### src/rtl/ptd_pkg.sv
package ptd_pkg;

    // Number of detector lanes, and the fixed widths of the sample and result words.
    localparam int CHANNELS  = 6;
    localparam int LEVEL_W   = 6;
    localparam int MASK_W    = 6;

    localparam int HOLD_W    = 16;
    localparam int RUN_W     = 8;
    localparam int CFG_IDX_W = 2;
    localparam int CFG_DATA_W = 16;

    localparam logic [HOLD_W-1:0] HOLD_MAX = '1;
    localparam logic [RUN_W-1:0]  RUN_MAX  = '1;

    typedef enum logic [CFG_IDX_W-1:0] {
        REG_TIMEOUT_TICKS   = 2'd0,
        REG_MIN_INTERVAL    = 2'd1,
        REG_MAX_INTERVAL    = 2'd2,
        REG_PULSE_THRESHOLD = 2'd3
    } cfg_index_t;

    typedef struct packed {
        logic [HOLD_W-1:0] timeout_ticks;
        logic [RUN_W-1:0]  min_interval;
        logic [RUN_W-1:0]  max_interval;
        logic [RUN_W-1:0]  pulse_threshold;
    } cfg_t;

    localparam cfg_t CFG_RESET = '{
        timeout_ticks:   16'd4000,
        min_interval:    8'd4,
        max_interval:    8'd15,
        pulse_threshold: 8'd6
    };

endpackage

### src/rtl/ptd_level_if.sv
interface ptd_level_if;
    logic                         valid;
    logic                         ready;
    logic [ptd_pkg::LEVEL_W-1:0]  pin_levels;

    modport source (output valid, output pin_levels, input ready);
    modport sink   (input valid, input pin_levels, output ready);
endinterface

### src/rtl/ptd_mask_if.sv
interface ptd_mask_if;
    logic                        valid;
    logic                        ready;
    logic [ptd_pkg::MASK_W-1:0]  active_mask;

    modport source (output valid, output active_mask, input ready);
    modport sink   (input valid, input active_mask, output ready);
endinterface

### src/rtl/ptd_lane.sv
module ptd_lane (
    input  logic          clk,
    input  logic          rst_n,
    input  logic          accept,
    input  logic          level,
    input  ptd_pkg::cfg_t cfg,
    output logic          active,
    output logic          active_next
);

    logic                         last_level_reg;
    logic [ptd_pkg::HOLD_W-1:0]   hold_count_reg;
    logic [ptd_pkg::HOLD_W-1:0]   hold_count_next;
    logic [ptd_pkg::RUN_W-1:0]    pulse_run_reg;
    logic [ptd_pkg::RUN_W-1:0]    pulse_run_next;
    logic                         active_reg;

    logic [ptd_pkg::HOLD_W-1:0]   hold_inc;
    logic                         in_window;

    assign hold_inc = (hold_count_reg == ptd_pkg::HOLD_MAX) ? hold_count_reg
                                                            : hold_count_reg + 1'b1;
    assign in_window = (hold_count_reg <= {8'd0, cfg.max_interval}) &&
                       (hold_count_reg >= {8'd0, cfg.min_interval});

    always_comb
    begin
        hold_count_next = hold_count_reg;
        pulse_run_next  = pulse_run_reg;
        active_next     = active_reg;
        if (level == last_level_reg)
        begin
            if (hold_inc > cfg.timeout_ticks)
            begin
                hold_count_next = '0;
                active_next     = 1'b0;
            end
            else
            begin
                hold_count_next = hold_inc;
            end
        end
        else
        begin
            // On an edge the count held so far is the interval since the last edge.
            if (!in_window)
                pulse_run_next = '0;
            else if (pulse_run_reg != ptd_pkg::RUN_MAX)
                pulse_run_next = pulse_run_reg + 1'b1;
            if (pulse_run_next > cfg.pulse_threshold)
                active_next = 1'b1;
            hold_count_next = '0;
        end
    end

    always_ff @(posedge clk or negedge rst_n)
    begin
        if (!rst_n)
        begin
            last_level_reg <= 1'b0;
            hold_count_reg <= '0;
            pulse_run_reg  <= '0;
            active_reg     <= 1'b0;
        end
        else if (accept)
        begin
            last_level_reg <= level;
            hold_count_reg <= hold_count_next;
            pulse_run_reg  <= pulse_run_next;
            active_reg     <= active_next;
        end
    end

    assign active = active_reg;

endmodule

### src/rtl/ptd_merge.sv
module ptd_merge (
    input  logic                           clk,
    input  logic                           rst_n,
    input  logic                           accept,
    input  logic [ptd_pkg::CHANNELS-1:0]   lane_active_next,
    output logic                           take_ready,
    ptd_mask_if.source                     result
);

    logic                          valid_reg;
    logic [ptd_pkg::MASK_W-1:0]    mask_reg;
    logic [ptd_pkg::MASK_W-1:0]    mask_next;

    // Lanes past the mask width are dropped; mask bits without a lane stay clear.
    for (genvar j = 0; j < ptd_pkg::MASK_W; j++)
    begin : g_mask
        if (j < ptd_pkg::CHANNELS)
        begin : g_lane
            assign mask_next[j] = lane_active_next[j];
        end
        else
        begin : g_none
            assign mask_next[j] = 1'b0;
        end
    end

    // A new request may enter when no result is held, or when the held result leaves in the same cycle.
    assign take_ready = !valid_reg || result.ready;

    always_ff @(posedge clk or negedge rst_n)
    begin
        if (!rst_n)
        begin
            valid_reg <= 1'b0;
        end
        else if (take_ready)
        begin
            valid_reg <= accept;
        end
    end

    always_ff @(posedge clk)
    begin
        if (accept)
            mask_reg <= mask_next;
    end

    assign result.valid       = valid_reg;
    assign result.active_mask = mask_reg;

endmodule

### src/rtl/ir_pulse_train_detector.sv
// An accepted sample tick's active mask is registered and reaches the output in the next cycle.
// Throughput: one tick per cycle; every lane updates its state in the accept cycle.
// The output register holds one result, so a stalled output stops new ticks.
// Reset (rst_n, asynchronous, active low) clears all lane state and the output
// valid, and loads the registers with their default values.
module ir_pulse_train_detector (
    input  logic                             clk,
    input  logic                             rst_n,
    ptd_level_if.sink                        samples,
    ptd_mask_if.source                       result,
    input  logic                             cfg_we,
    input  logic [ptd_pkg::CFG_IDX_W-1:0]    cfg_index,
    input  logic [ptd_pkg::CFG_DATA_W-1:0]   cfg_data
);

    ptd_pkg::cfg_t                    cfg_reg;
    logic                             accept;
    logic                             take_ready;
    logic [ptd_pkg::CHANNELS-1:0]     lane_active;
    logic [ptd_pkg::CHANNELS-1:0]     lane_active_next;

    always_ff @(posedge clk or negedge rst_n)
    begin
        if (!rst_n)
        begin
            cfg_reg <= ptd_pkg::CFG_RESET;
        end
        else if (cfg_we)
        begin
            unique case (ptd_pkg::cfg_index_t'(cfg_index))
                ptd_pkg::REG_TIMEOUT_TICKS:
                    cfg_reg.timeout_ticks <= cfg_data;
                ptd_pkg::REG_MIN_INTERVAL:
                    cfg_reg.min_interval <= cfg_data[ptd_pkg::RUN_W-1:0];
                ptd_pkg::REG_MAX_INTERVAL:
                    cfg_reg.max_interval <= cfg_data[ptd_pkg::RUN_W-1:0];
                ptd_pkg::REG_PULSE_THRESHOLD:
                    cfg_reg.pulse_threshold <= cfg_data[ptd_pkg::RUN_W-1:0];
                default:
                    cfg_reg <= cfg_reg;
            endcase
        end
    end

    assign samples.ready = take_ready;
    assign accept        = samples.valid && take_ready;

    for (genvar i = 0; i < ptd_pkg::CHANNELS; i++)
    begin : g_lane
        logic level;
        if (i < ptd_pkg::LEVEL_W)
        begin : g_pin
            assign level = samples.pin_levels[i];
        end
        else
        begin : g_tie
            assign level = 1'b0;
        end

        ptd_lane u_lane (
            .clk         (clk),
            .rst_n       (rst_n),
            .accept      (accept),
            .level       (level),
            .cfg         (cfg_reg),
            .active      (lane_active[i]),
            .active_next (lane_active_next[i])
        );
    end

    ptd_merge u_merge (
        .clk              (clk),
        .rst_n            (rst_n),
        .accept           (accept),
        .lane_active_next (lane_active_next),
        .take_ready       (take_ready),
        .result           (result)
    );

    // Every accepted tick shows its result in the next cycle.
    a_result_follows: assert property (@(posedge clk) disable iff (!rst_n)
        accept |=> result.valid)
        else $error("accepted tick produced no result");

    // The result carries the state that the tick left behind in lane 0.
    a_mask_matches_lanes: assert property (@(posedge clk) disable iff (!rst_n)
        accept |=> (result.active_mask[0] == lane_active[0]))
        else $error("active mask disagrees with lane state");

    // Lane state moves only on an accepted tick.
    a_lanes_hold: assert property (@(posedge clk) disable iff (!rst_n)
        !accept |=> $stable(lane_active))
        else $error("lane state changed without a tick");

    // Input stalls only while a result is waiting at a stalled output.
    a_stall_cause: assert property (@(posedge clk) disable iff (!rst_n)
        !samples.ready |-> (result.valid && !result.ready))
        else $error("input stalled without a blocked result");

endmodule

### src/flat_wrapper.sv
// flat-port wrapper written by rule: the top's interface ports become plain ports
module ir_pulse_train_detector_flat 
  (clk, rst_n, cfg_we, cfg_index, cfg_data, samples_valid, samples_pin_levels, samples_ready, result_valid, result_active_mask, result_ready);
  ptd_level_if samples_i ();
  ptd_mask_if result_i ();
  input  logic clk;
  input  logic rst_n;
  input  logic cfg_we;
  input  logic [ptd_pkg::CFG_IDX_W-1:0] cfg_index;
  input  logic [ptd_pkg::CFG_DATA_W-1:0] cfg_data;
  input wire logic [$bits(samples_i.valid)-1:0] samples_valid;
  input wire logic [$bits(samples_i.pin_levels)-1:0] samples_pin_levels;
  output wire logic [$bits(samples_i.ready)-1:0] samples_ready;
  output wire logic [$bits(result_i.valid)-1:0] result_valid;
  output wire logic [$bits(result_i.active_mask)-1:0] result_active_mask;
  input wire logic [$bits(result_i.ready)-1:0] result_ready;
  assign samples_i.valid = samples_valid;
  assign samples_i.pin_levels = samples_pin_levels;
  assign samples_ready = samples_i.ready;
  assign result_valid = result_i.valid;
  assign result_active_mask = result_i.active_mask;
  assign result_i.ready = result_ready;
  ir_pulse_train_detector u_core (.clk(clk), .rst_n(rst_n), .samples(samples_i), .result(result_i), .cfg_we(cfg_we), .cfg_index(cfg_index), .cfg_data(cfg_data));
endmodule
### config.mk
export PLATFORM = sky130hd
export DESIGN_NAME = ir_pulse_train_detector_flat
export DESIGN_NICKNAME = d
export VERILOG_FILES = /design/src/rtl/ptd_pkg.sv /design/src/rtl/ptd_level_if.sv /design/src/rtl/ptd_mask_if.sv /design/src/rtl/ptd_lane.sv /design/src/rtl/ptd_merge.sv /design/src/rtl/ir_pulse_train_detector.sv /design/src/flat_wrapper.sv
export SDC_FILE = /design/constraint.sdc
export NUM_CORES = 1
export LEC_CHECK = 0
export BUFFER_PORTS_ARGS = -buffer_cell sky130_fd_sc_hd__buf_2
export CORE_MARGIN = 2
export CORE_UTILIZATION = 40
export CTS_CLUSTER_DIAMETER = 150
export DETAILED_ROUTE_END_ITERATION = 10
export PLACE_DENSITY = 0.58
export SLEW_MARGIN = 20
export SYNTH_ARGS = -nofsm -noshare
export SYNTH_HDL_FRONTEND = slang
export SYNTH_SLANG_ARGS = --single-unit
### constraint.sdc
create_clock -name clk -period 9.39 [get_ports clk]
set_input_delay 0.939 -clock clk [delete_from_list [all_inputs] [get_ports clk]]
set_output_delay 0.939 -clock clk [all_outputs]
set_load 0.03 [all_outputs]
; ---- Word-level counts from Yosys, hierarchy flattened
; Index checks and enable logic that the tools add are counted.
[word_totals]
regBits = 203
in_bits = 29
out_inout_bits = 8
elab_cells = 167
[classes]
add_sub_neg = 12
n_lt_le_gt_ge = 24
n_eq_ne = 21
n_mux = 54
n_bitwise = 6
n_reduce_logical = 20
[ops]
columns = op, count
row1 = $mux 16, 18
row2 = $mux 8, 18
row3 = $add 16x1->16 const B, 6
row4 = $eq 16x16->1 const B, 6
row5 = $ge 16x8->1, 6
row6 = $gt 16x16->1, 6
row7 = $le 16x8->1, 6
row8 = $add 8x1->8 const B, 6
row9 = $gt 8x8->1, 6
row10 = $ne 8x8->1 const B, 6
row11 = $reduce_and 2->1, 10
row12 = $mux 1, 18
row13 = $logic_and 1x1->1, 7
row14 = $eq 1x1->1, 6
row15 = $not 1->1, 6
row16 = $eq 2x2->1 const B, 2
row17 = $eq 2x1->1 const B, 1
row18 = $logic_not 2->1, 1
row19 = $logic_not 1->1, 1
row20 = $logic_or 1x1->1, 1

; ---- Logic depth before layout (Yosys ltp)
[logic_depth]
ltp_word = 7
mapped_depth = 17
ltp_nobuf = 16

; ---- By module
; Synthesis repeated with hierarchy kept, for this count alone.
[hier_totals]
hier_cells = 2154
area_unflattened_um2 = 18217.5
[modules_own_cells]
columns = mod, instances, cells_per_inst, area_per_inst_um2, seq_area_each_um2
row1 = ptd_lane at u_core.g_lane[1].u_lane ..., 3, 331, 2698.8, 650.6
row2 = ptd_lane at u_core.g_lane[0].u_lane, 1, 366, 2820.2, 650.6
row3 = ptd_lane at u_core.g_lane[5].u_lane, 1, 351, 2798.9, 650.6
row4 = ptd_lane at u_core.g_lane[3].u_lane, 1, 349, 2750.1, 650.6
row5 = ir_pulse_train_detector, 1, 86, 1524.0, 1017.2
row6 = ptd_merge, 1, 9, 227.7, 205.2

; ---- Worst setup path before layout
; No wires, ideal clock.
[synth_timing]
path_type = reg-to-reg
from = reg u_core.g_lane[4].u_lane.hold_count_reg[1] (netlist name)
to = reg u_core.g_lane[4].u_lane.hold_count_reg[8] (netlist name)
setup_ns = 0.082
t_arrival_ns = 3.734
t_required_ns = 9.308
setup_slack_ns = 5.574
stages_incl_launch_ff = 18
n_path_buf = 2
period_less_slack_ns = 3.816
path_cell_list = dfrtp_1 -> ha_1 -> and3_1 -> nand3_2 -> or4_1 -> buf_2 -> nand2_1 -> nor2_1 -> xor2_1 -> ha_1 -> a21oi_1 -> nor3_1 -> or4_1 -> a211o_1 -> a21oi_4 -> buf_6 -> a41oi_1 -> a31oi_1
[synth_via]
elab_chain_len = 5
elab_cells_between_ends = 6
classes_between = add/sub: 1 / order compare: 1 / eq/ne: 1 / mux: 3
[synth_rtl]
columns = item, line
row1 = "start, declared", ptd_lane.sv:12  ; logic [ptd_pkg::HOLD_W-1:0] hold_count_reg;
row2 = "start signal, assigned", ptd_lane.sv:68  ; hold_count_reg <= hold_count_next;
row3 = $add 16x1->16 / $eq 16x16->1 (equally long branches), "ptd_lane.sv:22, ptd_lane.sv:21"
row4 = $mux 16 *, ptd_lane.sv:21  ; assign hold_inc = (hold_count_reg == ptd_pkg::HOLD_MAX) ? hold_count_reg
row5 = $gt 16x16->1, ptd_lane.sv:33  ; if (hold_inc > cfg.timeout_ticks)
row6 = $mux 16 *, ptd_lane.sv:33
row7 = $mux 16 *, ptd_lane.sv:31  ; if (level == last_level_reg)
; Mark *: on every way between the ends. The rest lies on a longest branch, timed or not.
; A chain may end at the register's enable or synchronous reset.

; ---- Worst setup path in the final report
[layout_timing]
from = reg u_core.g_lane[0].u_lane.hold_count_reg[6] (netlist name)
to = reg u_core.g_lane[0].u_lane.hold_count_reg[10] (netlist name)
[layout_via]
elab_chain_len = 5
elab_cells_between_ends = 6
classes_between = add/sub: 1 / order compare: 1 / eq/ne: 1 / mux: 3
[layout_rtl]
columns = item, line
row1 = "start, declared", ptd_lane.sv:12
row2 = "start signal, assigned", ptd_lane.sv:68
row3 = $add 16x1->16 / $eq 16x16->1 (equally long branches), "ptd_lane.sv:22, ptd_lane.sv:21"
row4 = $mux 16 *, ptd_lane.sv:21
row5 = $gt 16x16->1, ptd_lane.sv:33
row6 = $mux 16 *, ptd_lane.sv:33
row7 = $mux 16 *, ptd_lane.sv:31
; Marked as above.

==> impl_metrics.yaml <==
run_status:
  status: "finished, final reports clean"
drt:
  drc_errors: 0
  drt_wl_total_mm: 49.3
  ant_nets: 0
  drt_pass1_iterations: 5
  wl_per_cell_um: 19.3
  vias_per_cell: 5.91
  drt_iter0_drc: 1337
  via_count: 15105
grt:
  grt-ovfl-total: 0
  top_usage_layer: "met2"
  grt_max_degree: 70
  antenna_found_initial: 0
  track_usage_pct: 22.4
  use_met1_pct: 31.3
  grt_pass1_vias: 14541
  grt_pass1_wl_mm: 78.6
  met3_usage_pct: 3.78
  grt_use_met2_pct: 35.6
clock_tree:
  numCtsBuffers: 27
  cts_hold_repair.buffers: 0
  cts-root-buf: "clkbuf_16"
  cts_repair_resize_count: 0
  clk_pin_slew_ns: 0.06
  clk_path_buf_depth: 3
  cts_tree: "yes"
  insertion_delay_ns: 0.57
  htree_levels: 1
  clkSinkCount: 203
  post-cts-setup-buffers: 0
sta:
  setup_violations: 0
  fin_setup_tns_ns: 0
  clock_skew_ns: 0.0114
  fin_crit_sh_pct: 49.3
  slew_headroom_pct: 34.8
  finalHoldViolCount: 0
  setup_ws_ns: 4.76
  fmaxAchievable_mhz: 216
  finalCriticalPeriod_ns: 4.63
  tightest_slew_ns: 0.973
  slew_violations: 0
  rsz0062_at_grt: "false"
placement:
  hpwl_mm: 35.3
  place.gp.congestion: 0.854
  dpl_worst_slack_ns: 4.85
  portBuffers: 36
layout:
  fill_cells: 4071
  largest_reg_flops: 96
  finish.utilization_pct: 44.4
  design.final.nets: 2275
  syn2layout_area_growth_pct: 9.53
  drive_above_1_share_pct: 8.24
setup_path:
  cp_data_required_time_ns: 9.88
  worstPathMaxFanout: 22
  cp.arrival_ns: 5.12
  reg2reg_depth: 14
  reg2reg_slack_ns: 4.76
  r2r_end: "u_core.g_lane[0].u_lane.hold_count_reg[10]"
  start_kind: "register"
  path_class: "reg -> reg"
  worstSetupEndpointType: "register"
  reg2reg_from: "u_core.g_lane[0].u_lane.hold_count_reg[6]"
job:
  maxCapViolCount: 0
yosys:
  yosysSeqAreaShare_pct: 30.1
  ys_ff_latch: 203
  synthesis.area_mm2: 0.0170
  synth_top_family_by_area: "simple AND/OR/NAND/NOR gates"
  synth_edf_count: 6
  synth_compound_area_share_pct: 19.5
  syn_nets: 2255
  yosys.area.top_type: "dfrtp_1"
  synthMostInstantiatedCell: "ha_1"
  synth-warning-count: 0
  yosys-top-cells-area: "dfrtp_1 (27%), ha_1 (19%), a21oi_1 (6.1%)"
  synthArstFlopShare_pct: 97.0
  synth_simple_gate_area_share_pct: 21.2
  synthXorXnorAreaFrac_pct: 4.68
  muxShareOfSynthArea_pct: 2.99
  yosys-top-cells-count: "ha_1 (252), nand2_1 (214), a21oi_1 (207)"
  synthFlopType: "dfrtp_1"
  synth_top_area_share_pct: 27.0
  postSynthAreaPerCell_um2: 8.62
  synth_fa_ha_area_share_pct: 18.5
  post_synth_num_cell_types: 72
  syn_inst: 1974
die:
  dieHeight_um: 210
  core-area_mm2: 0.0419
  dieArea_mm2: 0.0442
  die_w_um: 210
  floorplan.initialDensity_pct: 40.6
  pin_count: 37
  rows: 75
power:
  powerDensity_mw_per_mm2: 161
  leakagePower_nw: 8.90
  peakVddDrop_uv: 107
hold_path:
  hold_path_class: "in -> async"
==> critical path, cell delays in order, from the launching register on <==
cell      delay [ns]
dfrtp_1         0.53
nand4_1         0.24
or4_4           0.58
o21bai_4        0.22
nor2_2          0.08
and3_1          0.22
xor2_1          0.16
ha_1            0.32
a21oi_1         0.14
nor3_1          0.05
or4_1           0.48
a211o_1         0.33
a21boi_2        0.74
o21ai_0         0.20
a31oi_1         0.23
==> routing by layer <==
metal	part of all wire, %	vias to the layer above
met5	0	-
met4	2.8	0
met3	5.5	75
met2	44	366
met1	48	7319
li1	-	7345
==> logic make-up (layout without fill, tap and decap cells) <==
logic type | count (synthesis) | in the layout
AO/OA/AOI/OAI | 534 | 534
XOR/XNOR | 91 | 91
adder cells (fa/ha/maj) | 252 | 252
buffers and inverters | 128 | 169
flip-flops | 203 | 203
multiplexers | 46 | 46
other | 0 | 1
AND/OR/NAND/NOR | 720 | 720
==> layout make-up <==
cell class / count / area [um^2] / share of cell area (%)
Multi-Input combinational cell: 1643 / 11400 / 61.1
Sequential cell: 203 / 5130 / 27.5
Clock buffer: 43 / 826 / 4.43
Tap cell: 539 / 674 / 3.62
Timing Repair Buffer: 48 / 279 / 1.50
Inverter: 71 / 268 / 1.44
Clock inverter: 7 / 81.3 / 0.436
Antenna cell: 1 / 2.50 / 0.0134
==> worst max path at each step <==
stage / from / end / slack, ns / depth (start not counted)
floorplan: u_core.g_lane[4].u_lane.hold_count_reg[1] / u_core.g_lane[4].u_lane.hold_count_reg[8] / 5.57 / 17
global placement: u_core.g_lane[0].u_lane.hold_count_reg[6] / u_core.g_lane[0].u_lane.hold_count_reg[8] / 4.85 / 14
detailed placement: u_core.g_lane[0].u_lane.hold_count_reg[6] / u_core.g_lane[0].u_lane.hold_count_reg[7] / 4.85 / 14
CTS: u_core.g_lane[0].u_lane.hold_count_reg[6] / u_core.g_lane[0].u_lane.hold_count_reg[8] / 4.84 / 14
global route: u_core.g_lane[2].u_lane.hold_count_reg[6] / u_core.g_lane[2].u_lane.hold_count_reg[1] / 4.42 / 14
finish: u_core.g_lane[0].u_lane.hold_count_reg[6] / u_core.g_lane[0].u_lane.hold_count_reg[10] / 4.76 / 14
==> power by group <==
group	total (mW)	leakage, nW	internal [mW]	switching, mW
logic	0.884	5.77	0.335	0.548
registers	1.06	2.68	0.962	0.0986
clock network	1.06	0.446	0.630	0.432
==> through the flow <==
step / area, um^2 / instances / total power, mW / hold WS (ns)
after floorplan: 17000 / 1974 / 1.65 / 0.463
after global placement: 17700 / 2504 / 1.91 / 0.478
after detailed placement: 17700 / 2504 / 1.95 / 0.487
after CTS: 18600 / 2554 / 3.02 / 0.368
after global routing: 18600 / 2554 / 3.19 / 0.395
final: 18600 / 2555 / 3.01 / 0.346
==> cells in the final DEF, fill, tap and decap left out, drive strengths merged, types with 36 or more instances in the layout <==
cell type / count
a21oi: 208
a22o: 38
a31oi: 44
and3: 62
buf: 47
clkbuf: 44
dfrtp: 184
ha: 252
inv: 71
mux2: 36
nand2: 214
nand3: 72
nand4: 56
nor2: 132
o21ai: 115
xnor2: 46
xor2: 45
Power figures use the tool's default switching activity.
